===== src/rtl/pssl_pkg.sv =====
// ----------------------------------------------------------------------------
// pssl_pkg: shared types and constants of the pointer seen-set probe unit
// Item formats, status and function codes, hash constants and the state
// encodings of the front and back parts.
// ----------------------------------------------------------------------------
package pssl_pkg;

  // Table geometry and field widths.
  localparam int SLOTS_DEF   = 1024;
  localparam int KEY_W       = 64;
  localparam int SLOT_IDX_W  = 10;
  localparam int HOME_W      = 16;   // enough hash bits for the largest table
  localparam int QUEUE_DEPTH = 2;

  // Constants of the 64-bit finaliser.
  localparam logic [KEY_W-1:0] MIX_C1    = 64'hff51afd7ed558ccd;
  localparam logic [KEY_W-1:0] MIX_C2    = 64'hc4ceb9fe1a85ec53;
  localparam int               MIX_SHIFT = 33;

  typedef enum logic {
    FUNC_INSERT = 1'b0,
    FUNC_CLEAR  = 1'b1
  } func_t;

  typedef enum logic [2:0] {
    ST_NEW      = 3'd0,
    ST_PRESENT  = 3'd1,
    ST_EXCLUDED = 3'd2,
    ST_FULL     = 3'd3,
    ST_CLEARED  = 3'd4
  } status_t;

  typedef enum logic [1:0] {
    CFG_EXCL_A = 2'd0,
    CFG_EXCL_B = 2'd1,
    CFG_EXCL_C = 2'd2
  } cfg_idx_t;

  typedef struct packed {
    func_t             func;
    logic [KEY_W-1:0]  key;
  } cmd_t;

  typedef struct packed {
    status_t                status;
    logic [SLOT_IDX_W-1:0]  slot_index;
  } result_t;

  typedef struct packed {
    logic [KEY_W-1:0] a;
    logic [KEY_W-1:0] b;
    logic [KEY_W-1:0] c;
  } excl_keys_t;

  // One classified item waiting between the front and the back.
  typedef struct packed {
    func_t              func;
    logic               excluded;
    logic [KEY_W-1:0]   key;
    logic [HOME_W-1:0]  home;
  } q_entry_t;

  // One word of the slot memory.
  typedef struct packed {
    logic              valid;
    logic [KEY_W-1:0]  key;
  } ram_word_t;

  typedef enum logic [1:0] {
    F_IDLE,
    F_MUL,
    F_PUSH
  } front_state_t;

  typedef enum logic [2:0] {
    B_INIT,
    B_IDLE,
    B_CLEAR,
    B_LOOKUP,
    B_PROBE
  } back_state_t;

endpackage


===== src/rtl/pssl_queue.sv =====
// ----------------------------------------------------------------------------
// pssl_queue: short item queue between front and back
// A small first-in first-out buffer in flip-flops with a count.
// ----------------------------------------------------------------------------
module pssl_queue #(
  parameter int DEPTH = pssl_pkg::QUEUE_DEPTH
) (
  input  logic               clk,
  input  logic               rst,
  input  logic               push,
  input  pssl_pkg::q_entry_t push_data,
  input  logic               pop,
  output pssl_pkg::q_entry_t pop_data,
  output logic               full,
  output logic               empty
);

  localparam int PW = (DEPTH > 1) ? $clog2(DEPTH) : 1;
  localparam int CW = $clog2(DEPTH + 1);

  pssl_pkg::q_entry_t mem [DEPTH];
  logic [PW-1:0] wr_ptr, rd_ptr;
  logic [CW-1:0] count;

  assign full     = (count == CW'(DEPTH));
  assign empty    = (count == '0);
  assign pop_data = mem[rd_ptr];

  always_ff @(posedge clk) begin
    if (push) begin
      mem[wr_ptr] <= push_data;
    end
  end

  always_ff @(posedge clk) begin
    if (rst) begin
      wr_ptr <= '0;
      rd_ptr <= '0;
      count  <= '0;
    end else begin
      if (push) begin
        wr_ptr <= (wr_ptr == PW'(DEPTH - 1)) ? '0 : wr_ptr + PW'(1);
      end
      if (pop) begin
        rd_ptr <= (rd_ptr == PW'(DEPTH - 1)) ? '0 : rd_ptr + PW'(1);
      end
      if (push && !pop) begin
        count <= count + CW'(1);
      end else if (pop && !push) begin
        count <= count - CW'(1);
      end
    end
  end

endmodule


===== config.mk =====
export PLATFORM = sky130hd
export DESIGN_NAME = pssl_queue
export DESIGN_NICKNAME = d
export VERILOG_FILES = /design/src/rtl/pssl_pkg.sv /design/src/rtl/pssl_queue.sv
export SDC_FILE = /design/constraint.sdc
export NUM_CORES = 1
export LEC_CHECK = 0
export BUFFER_PORTS_ARGS = -buffer_cell sky130_fd_sc_hd__buf_2
export CAP_MARGIN = 5
export CELL_PAD_IN_SITES_DETAIL_PLACEMENT = 1
export CELL_PAD_IN_SITES_GLOBAL_PLACEMENT = 1
export CORE_MARGIN = 4
export CORE_UTILIZATION = 39
export CTS_CLUSTER_DIAMETER = 200
export CTS_CLUSTER_SIZE = 16
export DETAILED_ROUTE_END_ITERATION = 7
export PLACE_DENSITY_LB_ADDON = 0.1
export SYNTH_ARGS = -nofsm -noshare
export SYNTH_HDL_FRONTEND = slang
export SYNTH_SLANG_ARGS = --single-unit

===== constraint.sdc =====
create_clock -name clk -period 4.3 [get_ports clk]
set_input_delay 0.43 -clock clk [delete_from_list [all_inputs] [get_ports clk]]
set_output_delay 0.43 -clock clk [all_outputs]
set_load 0.01 [all_outputs]

### After elaboration in Yosys (flattened, before gate mapping)

Memory sizes are Yosys's and may differ from the RTL's. A register that Yosys moved wholly into a read port is not among the register bits.
Cells that the tools add are included.

* order comparisons: 0
* mux-type cells: 8
* reduce and logical (&&, ||, !) cells: 6
* add/subtract/negate cells: 4
* multiply operators: 0
* bitwise gates (word level): 0
* div/mod/pow operators: 0
* shift-type cells: 0
* equal/unequal tests: 1

Operators with widths (count)
* two-way mux 1 bit: 6
* two-way mux 2 bit: 2
* adder 1 bit, second input constant: 2
* adder 2 x 1 -> 2 bit, second input constant: 1
* equality test 2 bit, second input constant: 1
* logical AND 1 bit: 2
* zero test 1 bit: 2
* zero test 2 bit: 1
* nonzero test 2 bit: 1
* subtractor 2 x 1 -> 2 bit, second input constant: 1

* word-level logic and storage cells: 23
* RAM bits: 164
* memory bits (read-only): 0
* latch bits: 0
* memories kept: 1
* output and inout port bits: 84
* flip-flop bits (word level): 4
* bits of input ports: 86

Memories
* mem: depth 2, bits a word 82, rd ports 1, clocked after Yosys merged registers in 1, wr ports 1, line pssl_queue.sv:21 `pssl_pkg::q_entry_t mem [DEPTH];`

### Depth between registers and ports, before layout

* word-level depth: 4
* depth in mapped cells: 5
* depth with buffers taken out: 5

### Worst setup path after synthesis

No wires, ideal clock.

* kind: input -> register
* start: input push
* end: memory mem[0][0] (netlist name) (enable)
* buffers on the path: 0
* cell stages on the path: 1
* path slack: -246 ps
* library setup time: 533 ps
* required time: 3767 ps
* data arrival time: 4013 ps
* cell sequence: nor2b_1

* cells in the longest elaborated chain, start to end: 2

RTL lines
* start: declaration: line pssl_queue.sv:10 `input logic push,`
* two-way mux 1 bit: line pssl_queue.sv:30 `if (push) begin`
* two-way mux 1 bit (not written as such): line pssl_queue.sv:31 `mem[wr_ptr] <= push_data;`
* end: declaration: line pssl_queue.sv:21

Every way passes these cells.

==> impl_metrics.ini <==
[routing]
wl_met3_um = 883
antenna_left = 0
wl_met1_um = 5070
vias_per_cell = 4.61
routed-wl-met2_um = 6300
avgRoutedWirePerCell_um = 18.2
drt_first_pass_iters = 4
highest_layer = met5
drt_iter0_markers = 211
drc = 0
via_count = 3152
wl_um = 12400

[setup_path]
cp_slowest_stage_delay_ns = 1.04
crit_path_top_delay_cell = dfxtp_4
endpoint_kind = primary output
cp.required_ns = 3.87
path_max_fanout = 82
crit_type = flop to primary output
critPathBufInv = 1
cp_top_family = flip-flops
crit_chain = mux2_2 > buf_2
critPathLaunchType = flop
crit_arrival_ns = 2.18

[clock_network]
tritoncts = built
clock_tree.buffer_depth = 2
clk_pin_slew_worst_paths_ns = 0.06
post_cts_resized = 0
numCtsBuffers = 17
clkLatencyLatePin_ns = 0.41
htreeDepth = 4
root_buffer = clkbuf_16
cts_hold_buf = 0
cts.sink_count = 169
postCtsSetupRepairBufs = 0

[yosys]
synth_cell_types = 16
ys_seq_elements = 169
yosysSeqAreaShare_pct = 81.7
synth_top_area_share_pct = 80.0
syn_area_sq_um = 6150
synth_fp_nets = 364
syn_inst = 277
synth.area.top_cells = edfxtp_1 (80%), mux2_2 (15%), dfxtp_1 (1.6%), buf_6 (1.5%), nor2_1 (0.31%)
yosys.area.top_type = edfxtp_1
post_synth.cell_area_avg_sq_um = 22.2
synth_warnings = 0

[sta]
finalCritPeriodShare_pct = 60.6
fmax_mhz = 384
tightest_slew_ns = 1.18
finClkSkew_ns = 0.00567
tns_ns = 0
timing.hold.ws_ns = 0.200
rsz0062_at_grt = no
min_period_ns = 2.61
final_hold_viol_count = 0
setup_viol = 0
fin_ws_ns = 1.69
finalMaxSlewViolations = 0
maxSlewHeadroom_pct = 21.2

[placement]
dp_hpwl_um = 8040
gp_routability_congestion = 0.683
dp.cells = 651
preCtsSetupSlack_ns = 2.13
dpl-instance-area_sq_um = 7200
numPortBuffers = 169

[floorplan]
die_h_um = 134
row_count = 45
ios = 170
die_w_um = 134
dieArea_sq_um = 17900
initial_utilization_pct = 40.2
core_area_sq_um = 15300

[global_routing]
grtUsageTotal_pct = 14.2
grt_first_pass_wirelength_um = 18900
grt_max_degree = 83
overflow = 0
grt_pass1_vias = 3463
antenna_found_initial = 1

[final_layout]
area_growth_pct = 26.2
multiInputGateArea_sq_um = 1040
stdcell_count = 683
regArea_sq_um = 5030
diodes = 0
num-fill-cells = 1522
drive_gt1_share_pct = 60.6
fin_area_sq_um = 7760
final_nets = 546

[hold_path]
min_path_type = input port to flop

[power_and_ir_drop]
leakagePower_nw = 2.90
ir_drop_v = 0.000253
cellPowerDensity_nw_per_um2 = 487

[job]
drv_cap = 0

[run_status]
status = completed
[path summary, 6_finish.rpt]
check,startpoint,endpoint,slack (ns),cells after the start
worst max-delay path,flop,pop_data[47],1.69,2
worst max register to register,wr_ptr,mem[1][69],2.28,2
worst min register to register,count[1],count[1],0.53,2
worst min-delay path,push_data[80],mem[1][80],0.20,1
[power by group]
part,total [W],internal (W),leakage [nW],switching [W]
sequential,0.00198,0.00192,1.58,0.0000548
clock,0.00144,0.000846,0.272,0.000597
combinational,0.000364,0.000181,1.05,0.000183
[placed cells by master, fill, tap and decap left out, types with 2 or more instances in the layout]
cell and n:
clkbuf_16 17, mux2_2 82, clkinv_1 3, bufinv_16 2
dfxtp_1 4, clkinvlp_4 2, xnor2_1 2, buf_4 3
clkinv_2 4, xor2_1 2, clkinv_4 3, edfxtp_1 164
nor2_1 5, buf_2 169
[per-layer routing]
metal | up-vias | track usage (%)
met5 | - | 0
met4 | 2 | 4.97
met3 | 12 | 6.27
met2 | 110 | 23.0
met1 | 1570 | 16.8
li1 | 1458 | -
[synth_stat cells]
cell / count
mux2_2: 82
o21ai_0: 1
nor2b_1: 1
a21oi_1: 1
and2b_2: 1
ha_1: 1
dfxtp_1: 5
buf_6: 8
nor2_1: 5
or3_1: 1
xor2_1: 2
and2_1: 1
xnor2_1: 2
edfxtp_1: 164
inv_1: 1
buf_4: 1
[kinds of logic after synthesis]
logic type / synth area share [%]
AO/OA/AOI/OAI: 0.163
XOR/XNOR: 0.569
adder cells (fa/ha/maj): 0.203
buffers and inverters: 1.65
flip-flops: 81.7
multiplexers: 15.0
AND/OR/NAND/NOR: 0.753
[cell type report]
class,count,share of cell area (%)
well taps,211,3.40
multi-input cells,98,13.4
clock inverters,14,1.71
inverters,1,0.0483
flip-flops and latches,169,64.8
repair buffers,172,11.2
clock buffers,18,5.53
[registers in the layout, summed over array words and instances, names as in the netlist, named ones only]
signal  flops
count       2
mem       164
wr_ptr      1
rd_ptr      1
[per-stage QoR]
| step | util [%] | power (W) |
|---|---|---|
| floorplan | - | 0.00221 |
| global placement | 47.0 | 0.00237 |
| detailed placement | 47.0 | 0.00239 |
| CTS | 50.7 | 0.00384 |
| global route | 50.7 | 0.00395 |
| finish | 50.7 | 0.00378 |
Note: power is estimated with default switching activity, not from simulation.
