===== src/rtl/pssl_pkg.sv =====
// ----------------------------------------------------------------------------
// pssl_pkg: shared types and constants of the pointer seen-set probe unit
// Item formats, status and function codes, hash constants and the state
// encodings of the front and back parts.
// ----------------------------------------------------------------------------
package pssl_pkg;

  // Table geometry and field widths.
  localparam int SLOTS_DEF   = 1024;
  localparam int KEY_W       = 64;
  localparam int SLOT_IDX_W  = 10;
  localparam int HOME_W      = 16;   // enough hash bits for the largest table
  localparam int QUEUE_DEPTH = 2;

  // Constants of the 64-bit finaliser.
  localparam logic [KEY_W-1:0] MIX_C1    = 64'hff51afd7ed558ccd;
  localparam logic [KEY_W-1:0] MIX_C2    = 64'hc4ceb9fe1a85ec53;
  localparam int               MIX_SHIFT = 33;

  typedef enum logic {
    FUNC_INSERT = 1'b0,
    FUNC_CLEAR  = 1'b1
  } func_t;

  typedef enum logic [2:0] {
    ST_NEW      = 3'd0,
    ST_PRESENT  = 3'd1,
    ST_EXCLUDED = 3'd2,
    ST_FULL     = 3'd3,
    ST_CLEARED  = 3'd4
  } status_t;

  typedef enum logic [1:0] {
    CFG_EXCL_A = 2'd0,
    CFG_EXCL_B = 2'd1,
    CFG_EXCL_C = 2'd2
  } cfg_idx_t;

  typedef struct packed {
    func_t             func;
    logic [KEY_W-1:0]  key;
  } cmd_t;

  typedef struct packed {
    status_t                status;
    logic [SLOT_IDX_W-1:0]  slot_index;
  } result_t;

  typedef struct packed {
    logic [KEY_W-1:0] a;
    logic [KEY_W-1:0] b;
    logic [KEY_W-1:0] c;
  } excl_keys_t;

  // One classified item waiting between the front and the back.
  typedef struct packed {
    func_t              func;
    logic               excluded;
    logic [KEY_W-1:0]   key;
    logic [HOME_W-1:0]  home;
  } q_entry_t;

  // One word of the slot memory.
  typedef struct packed {
    logic              valid;
    logic [KEY_W-1:0]  key;
  } ram_word_t;

  typedef enum logic [1:0] {
    F_IDLE,
    F_MUL,
    F_PUSH
  } front_state_t;

  typedef enum logic [2:0] {
    B_INIT,
    B_IDLE,
    B_CLEAR,
    B_LOOKUP,
    B_PROBE
  } back_state_t;

endpackage


===== src/rtl/pssl_front.sv =====
// ----------------------------------------------------------------------------
// pssl_front: item intake, exclusion check and key hashing
// Takes an item, compares it with the excluded keys and runs the 64-bit
// finaliser on a single 32x32 multiplier before handing the item on.
// ----------------------------------------------------------------------------
module pssl_front (
  input  logic                  clk,
  input  logic                  rst,
  input  logic                  start,
  input  pssl_pkg::cmd_t        cmd,
  input  logic                  hold,
  input  pssl_pkg::excl_keys_t  excl,
  input  logic                  q_full,
  output logic                  busy,
  output logic                  q_push,
  output pssl_pkg::q_entry_t    q_data
);

  localparam int KW = pssl_pkg::KEY_W;
  localparam int HW = KW / 2;

  pssl_pkg::front_state_t state, state_next;
  logic [1:0]    phase, phase_next;
  logic          round, round_next;
  logic [KW-1:0] v, v_next;
  logic [KW-1:0] acc, acc_next;
  logic [KW-1:0] prod, prod_next;
  logic [KW-1:0] key, key_next;
  pssl_pkg::func_t func, func_next;
  logic          excluded, excluded_next;

  logic [KW-1:0] mul_c;
  logic [HW-1:0] op_a, op_b;
  logic [KW-1:0] addend;
  logic [KW-1:0] acc_sum;
  logic          in_excl;

  always_ff @(posedge clk) begin
    if (rst) begin
      state <= pssl_pkg::F_IDLE;
      phase <= 2'd0;
      round <= 1'b0;
    end else begin
      state <= state_next;
      phase <= phase_next;
      round <= round_next;
    end
  end

  always_ff @(posedge clk) begin
    v        <= v_next;
    acc      <= acc_next;
    prod     <= prod_next;
    key      <= key_next;
    func     <= func_next;
    excluded <= excluded_next;
  end

  // Low 64 bits of v * c from three partial products.
  always_comb begin
    mul_c = round ? pssl_pkg::MIX_C2 : pssl_pkg::MIX_C1;
    case (phase)
      2'd0: begin
        op_a = v[HW-1:0];
        op_b = mul_c[HW-1:0];
      end
      2'd1: begin
        op_a = v[HW-1:0];
        op_b = mul_c[KW-1:HW];
      end
      default: begin
        op_a = v[KW-1:HW];
        op_b = mul_c[HW-1:0];
      end
    endcase
    addend  = (phase == 2'd1) ? prod : {prod[HW-1:0], {HW{1'b0}}};
    acc_sum = acc + addend;
    in_excl = (cmd.key == excl.a) || (cmd.key == excl.b) || (cmd.key == excl.c);
  end

  always_comb begin
    state_next    = state;
    phase_next    = phase;
    round_next    = round;
    v_next        = v;
    acc_next      = acc;
    prod_next     = {{HW{1'b0}}, op_a} * {{HW{1'b0}}, op_b};
    key_next      = key;
    func_next     = func;
    excluded_next = excluded;
    q_push        = 1'b0;
    busy          = hold || (state != pssl_pkg::F_IDLE);

    unique case (state)
      pssl_pkg::F_IDLE: begin
        if (start && !hold) begin
          key_next      = cmd.key;
          func_next     = cmd.func;
          excluded_next = in_excl;
          v_next        = cmd.key ^ (cmd.key >> pssl_pkg::MIX_SHIFT);
          acc_next      = '0;
          phase_next    = 2'd0;
          round_next    = 1'b0;
          if (cmd.func == pssl_pkg::FUNC_CLEAR || in_excl) begin
            state_next = pssl_pkg::F_PUSH;
          end else begin
            state_next = pssl_pkg::F_MUL;
          end
        end
      end
      pssl_pkg::F_MUL: begin
        phase_next = phase + 2'd1;
        if (phase != 2'd0) begin
          acc_next = acc_sum;
        end
        if (phase == 2'd3) begin
          v_next   = acc_sum ^ (acc_sum >> pssl_pkg::MIX_SHIFT);
          acc_next = '0;
          if (round) begin
            state_next = pssl_pkg::F_PUSH;
          end else begin
            round_next = 1'b1;
          end
        end
      end
      pssl_pkg::F_PUSH: begin
        if (!q_full) begin
          q_push     = 1'b1;
          state_next = pssl_pkg::F_IDLE;
        end
      end
      default: begin
        state_next = pssl_pkg::F_IDLE;
      end
    endcase
  end

  always_comb begin
    q_data.func     = func;
    q_data.excluded = excluded;
    q_data.key      = key;
    q_data.home     = v[pssl_pkg::HOME_W-1:0];
  end

endmodule


===== config.mk =====
export PLATFORM = sky130hd
export DESIGN_NAME = pssl_front
export DESIGN_NICKNAME = d
export VERILOG_FILES = /design/src/rtl/pssl_pkg.sv /design/src/rtl/pssl_front.sv
export SDC_FILE = /design/constraint.sdc
export NUM_CORES = 2
export LEC_CHECK = 0
export BUFFER_PORTS_ARGS = -buffer_cell sky130_fd_sc_hd__buf_2
export CAP_MARGIN = 10
export CORE_MARGIN = 10
export CORE_UTILIZATION = 60
export CTS_BUF_LIST = sky130_fd_sc_hd__clkbuf_16
export DETAILED_ROUTE_END_ITERATION = 10
export GPL_TIMING_DRIVEN = 0
export PLACE_DENSITY = 0.89
export SLEW_MARGIN = 30
export SYNTH_ARGS = -nofsm -noshare
export SYNTH_HDL_FRONTEND = slang
export SYNTH_SLANG_ARGS = --single-unit

===== constraint.sdc =====
create_clock -name clk -period 12.6 [get_ports clk]
set_input_delay 2.52 -clock clk [delete_from_list [all_inputs] [get_ports clk]]
set_output_delay 2.52 -clock clk [all_outputs]
set_load 0.01 [all_outputs]

# [Word level (Yosys, flattened, before mapping)]
# Index checks and enable logic that the tools add are counted.
[totals] regBits=263 output_inout_bits=84 wordCells=67
[op_classes] add_sub_neg=2 mul=1 eq_ne=12 mux=24 n_bitwise=2 reduce_logical=17
[ops] operator="two-way mux 64 bit" count=6
[ops] operator="one-hot mux 64 bit (2 select lines)" count=2
[ops] operator="== test 64 bit" count=3
[ops] operator="XOR 64 x 31 -> 64 bit" count=2
[ops] operator="adder 64 bit" count=1
[ops] operator="multiplier 32 x 32 -> 64 bit" count=1
[ops] operator="two-way mux 32 bit" count=2
[ops] operator="two-way mux 62 bit" count=1
[ops] operator="two-way mux 2 bit" count=6
[ops] operator="!= test 2 bit, second input constant" count=4
[ops] operator="one-hot mux 2 bit (3 select lines)" count=1
[ops] operator="AND reduction 3 bit" count=2
[ops] operator="nonzero test 2 bit" count=3
[ops] operator="== test 2 x 1 -> 1 bit, second input constant" count=2
[ops] operator="== test 2 bit, second input constant" count=2
[ops] operator="logical NOT 2 bit" count=2
[ops] operator="logical OR 1 bit" count=4
[ops] operator="two-way mux 1 bit" count=4
[ops] operator="one-hot mux 2 bit (2 select lines)" count=1
[ops] operator="AND reduction 2 bit" count=2
[ops] operator="AND reduction 4 bit" count=1
[ops] operator="!= test 3 bit, second input constant" count=1
[ops] operator="adder 2 x 1 -> 2 bit, second input constant" count=1
[ops] operator="one-hot mux 1 bit (2 select lines)" count=1
[ops] operator="3 further kinds" count=3

# [Logic depth before layout (Yosys ltp)]
[logic_depth] ltp_word=7 depth_mapped=38 depth_no_buf=34

# [Worst setup path after synthesis]
# No wires, ideal clock.
[synth_timing] path_type="reg-to-reg" start="reg phase[0]" end="reg prod[58]" setup_time_ns=0.058 arrival_ns=9.136 setup_slack_ns=3.406 path_stages_with_launch=32 path_buffers=3 cell_sequence="dfxtp_1 inv_1 ha_1 nor2_1 buf_2 buf_1 mux2i_1 inv_1 nand2_1 inv_1 fa_1 fa_1 fa_1 inv_1 fa_1 inv_1 fa_1 fa_1 fa_1 fa_1 ha_1 clkbuf_1 a21o_1 a21o_1 a221o_1 a21oi_1 nor2_1 a211oi_1 nor2b_1 o32a_1 nor4b_1 a211o_1"
[synth_between] elab_chain_len=4 elab_cells_between_ends=6 cone_classes="mul: 1; eq/ne: 1; mux: 2; reduce/logical: 2"
[synth_lines] item="start: declaration" line="pssl_front.sv:23" source="logic [1:0] phase, phase_next;"
[synth_lines] item="start signal: assignment" line="pssl_front.sv:45" source="phase <= phase_next;"
[synth_lines] item="== test 2 x 1 -> 1 bit / logical NOT 2 bit (equally long branches)" line="pssl_front.sv:62" source="case (phase)"
[synth_lines] item="OR reduction 2 bit (no source line)"
[synth_lines] item="two-way mux 32 bit" line="pssl_front.sv:62"
[synth_lines] item="multiplier 32 x 32 -> 64 bit (*)" line="pssl_front.sv:87" source="prod_next = {{HW{1'b0}}, op_a} * {{HW{1'b0}}, op_b};"
[synth_lines] item="net prod_next[58]" line="pssl_front.sv:27" source="logic [KW-1:0] prod, prod_next;"
[synth_lines] item="end signal: assignment" line="pssl_front.sv:53" source="prod <= prod_next;"
[synth_lines] item="end: declaration" line="pssl_front.sv:27"
# The timed path passes the listed nets; every way through them passes the cells marked *.
# A chain may end at the register's enable or synchronous reset.

# [Worst setup path after layout]
[layout_timing] start="reg round" end="reg prod[61]"
[layout_between] elab_chain_len=3
[layout_lines] item="start: declaration" line="pssl_front.sv:24" source="logic round, round_next;"
[layout_lines] item="start signal: assignment" line="pssl_front.sv:46" source="round <= round_next;"
[layout_lines] item="two-way mux 62 bit" line="pssl_front.sv:61" source="mul_c = round ? pssl_pkg::MIX_C2 : pssl_pkg::MIX_C1;"
[layout_lines] item="two-way mux 32 bit" line="pssl_front.sv:62"
[layout_lines] item="multiplier 32 x 32 -> 64 bit" line="pssl_front.sv:87"
[layout_lines] item="net prod_next[61]" line="pssl_front.sv:27"
# The timed path passes the listed nets, and every way through them passes these cells.

==> run_results.csv <==
group,metric,value,unit
floorplan,rows,101,
timing,worst_pin_slew,1.177,ns
drt,wl,196700,µm
clock_network,cts_tree,"done",
drt,via_per_inst,6.188,
critical_path,reg2reg_to,"prod[61]$_DFF_P_",
global_routing,antenna_found_initial,10,
drt,dr.first_iter.drc_count,5035,
synthesis,synth_nets,6323,
synthesis,ys_warn_count,0,
global_routing,grt_max_degree,51,
min_path,hp-class,"register to register",
placed_design,postPlaceCellArea,49670,µm²
drt,first_pass_iters,9,
timing,slew_violations,0,
clock_network,clk_path_buf_depth,3,
floorplan,dieArea,88940,µm²
critical_path,cp-endpoint,"prod[61]$_DFF_P_",
finish,seq_area,7207,µm²
finish,multi_input_area,34760,µm²
timing,fin_crit,12.56,ns
synthesis,synth-simple-area-share,10.44,%
clock_network,insertion_delay,0.56,ns
synthesis,yosysUniqueCellTypes,103,
finish,layout-area-overhead-vs-synth,8.658,%
synthesis,synth_ff_type,"edfxtp_1",
global_routing,overflow,0,
critical_path,slowest_stage,"clkbuf_1",
placed_design,place.gp.congestion,1.123,
global_routing,grt_first_pass_wirelength,281100,µm
critical_path,worstPathArrival,12.99,ns
drt,drcViolationCount,0,
critical_path,max_stage_delay,0.85,ns
global_routing,grt_pass1_vias,40880,
synthesis,syn_area_per_cell,9.567,µm²
critical_path,worst-path-max-fanout,10,
synthesis,synth_area,46450,µm²
critical_path,end_kind,"register",
critical_path,path_class,"register to register",
placed_design,post-dp-hpwl,169400,µm
floorplan,core,76330,µm²
floorplan,ios,346,
finish,stdcell_area,50470,µm²
floorplan,fp.dieW,298.2,µm
synthesis,muxShareOfSynthArea,1.606,%
synthesis,synth-xor-area-share,8.265,%
timing,max_slew_margin,21.52,%
critical_path,setup.worst_path.start,"round$_SDFFE_PP0P_",
timing,fin_crit_sh,99.66,%
timing,setup_viol,0,
synthesis,ys_seq_elements,263,
placed_design,dpl.cell_count,6236,
run,drv_cap,0,
finish,drive_above_1_share,10.51,%
finish,fin_cells,6290,
drt,wire_per_inst,31.27,µm
synthesis,synth_top_family_by_area,"adder cells",
timing,finalHoldViolations,0,
critical_path,start_kind,"register",
floorplan,initial_core_util,60.85,%
critical_path,worst_path_most_repeated_cell,"fa_1",
timing,clock-skew-final,0.03397,ns
floorplan,fp.dieH,298.2,µm
clock_network,cts.htree.levels,1,
finish,mostFrequentLayoutCells,"inv_1, fa_1, ha_1, buf_2, nor2_1",
global_routing,track_usage,43.95,%
synthesis,async_flop_share,0,%
timing,rsz0062_at_grt,"false",
timing,holdWs,0.5328,ns
clock_network,cts.sink_count,263,
finish,nets,6700,
critical_path,r2r_cells,31,
run_status,status,"complete, no violations",
drt,route.antenna.remaining_nets,0,
placed_design,portBuffers,345,
clock_network,clk_transition_reported_paths,0.07,ns
clock_network,postCtsHoldBufs,0,
synthesis,synth_edf_count,194,
clock_network,numCtsBuffers,24,
critical_path,r2r-start,"round$_SDFFE_PP0P_",
finish,n_fill_cell,6322,
clock_network,post_cts_buffers,0,
synthesis,synth_compound_area_share,9.119,%
synthesis,synth_cells,4855,
finish,final_common_cell,"inv_1",
clock_network,post_cts_resized,0,
clock_network,cts-root-buf,"clkbuf_16",
timing,max_freq,79.64,MHz
critical_path,regToRegSetupSlack,0.04,ns
critical_path,required,13.03,ns
synthesis,synth_seq_area_share,15.52,%
synthesis,synth_adder_area_share,45.26,%
drt,vias,38920,
-- worst min path at each step --
stage | startpoint | endpoint | depth (start not counted)
floorplan | phase[1]$_SDFFE_PP0P_ | phase[1]$_SDFFE_PP0P_ | 2
global placement | phase[1]$_SDFFE_PP0P_ | phase[1]$_SDFFE_PP0P_ | 2
detailed placement | phase[1]$_SDFFE_PP0P_ | phase[1]$_SDFFE_PP0P_ | 2
CTS | phase[1]$_SDFFE_PP0P_ | phase[1]$_SDFFE_PP0P_ | 2
global route | phase[1]$_SDFFE_PP0P_ | phase[1]$_SDFFE_PP0P_ | 2
finish | phase[1]$_SDFFE_PP0P_ | phase[1]$_SDFFE_PP0P_ | 2
-- synth_stat cells (8+ instances only) --
library cell	n	area (µm²)
buf_1	13	48.80
a21oi_1	215	1076
mux2_2	44	495.5
a21o_1	91	683.2
ha_1	417	5218
and3_1	26	162.7
nor4_1	17	106.4
o211ai_1	14	105.1
nor2_1	334	1254
a31oi_1	17	106.4
xnor2_1	325	2846
dfxtp_1	69	1381
o21bai_1	36	270.3
edfxtp_1	194	5826
a211oi_1	8	60.06
buf_4	18	135.1
xor2_1	95	832.1
buf_2	16	80.08
clkbuf_1	154	578.1
nand2_1	316	1186
nand3_1	41	205.2
o21a_1	16	120.1
nor3_1	28	140.1
o21ai_1	12	60.06
nand2b_1	40	250.2
nand4_1	91	569.3
fa_1	789	15800
nor2b_1	19	118.9
or2_2	18	112.6
and2_1	70	437.9
a21boi_0	8	60.06
mux2i_1	25	250.2
o21ai_0	150	750.7
inv_1	979	3675
-- registers in the layout (all words and copies together) (netlist names) --
register	flops
acc	64
key	64
prod	64
v	64
phase	2
state	2
excluded	1
func	1
round	1
-- stage by stage --
step / setup WS, ns / setup TNS, ns / util (%)
2_1_floorplan: 3.406 / 0 / -
3_3_place_gp: -0.4450 / -3.703 / 64.80
3_5_place_dp: 0.5427 / 0 / 65.07
4_1_cts: 0.4320 / 0 / 66.04
5_1_grt: 0.01259 / 0 / 66.10
6_report: 0.04280 / 0 / 66.12
-- routing by layer --
| metal | global-route usage, % | routed length [µm] | part of all wire (%) |
|---|---|---|---|
| met5 | 0.6637 | 122 | 0.062 |
| met2 | 67.43 | 86330 | 44 |
| met3 | 15.58 | 26160 | 13 |
| met1 | 50.21 | 65340 | 33 |
| met4 | 32.77 | 18730 | 9.5 |
-- cell families (layout without fill, tap and decap cells) --
kind of cell               count (synthesis)  after routing
other                                      1             11
DFF                                      263            263
adders and majority gates               1207           1207
buffers and inverters                   1188           1583
xor gates and xnor gates                 427            427
AOI/OAI and AO/OA                        663            663
and+or+nand+nor                         1037           1037
muxes                                     69             69
-- area by class of cell --
type	instances	area share [%]
Antenna cell	10	0.04958
Timing Repair Buffer	351	3.699
Buffer	201	1.733
Clock inverter	18	0.1785
Tap cell	1030	2.554
Inverter	987	7.346
Clock buffer	26	1.289
Multi-Input combinational cell	3404	68.87
Sequential cell	263	14.28
-- critical path: cells and delay by family (launching register included) --
kind,cells,cell delay (ns)
AND/OR/NAND/NOR,6,1.44
flip-flops,1,0.39
buffers and inverters,10,3.93
AO/OA/AOI/OAI,5,1.45
adder cells (fa/ha/maj),10,5.17
Power is not shown: default switching activity piles up to over one toggle a cycle in this logic, so the estimate is an artifact.
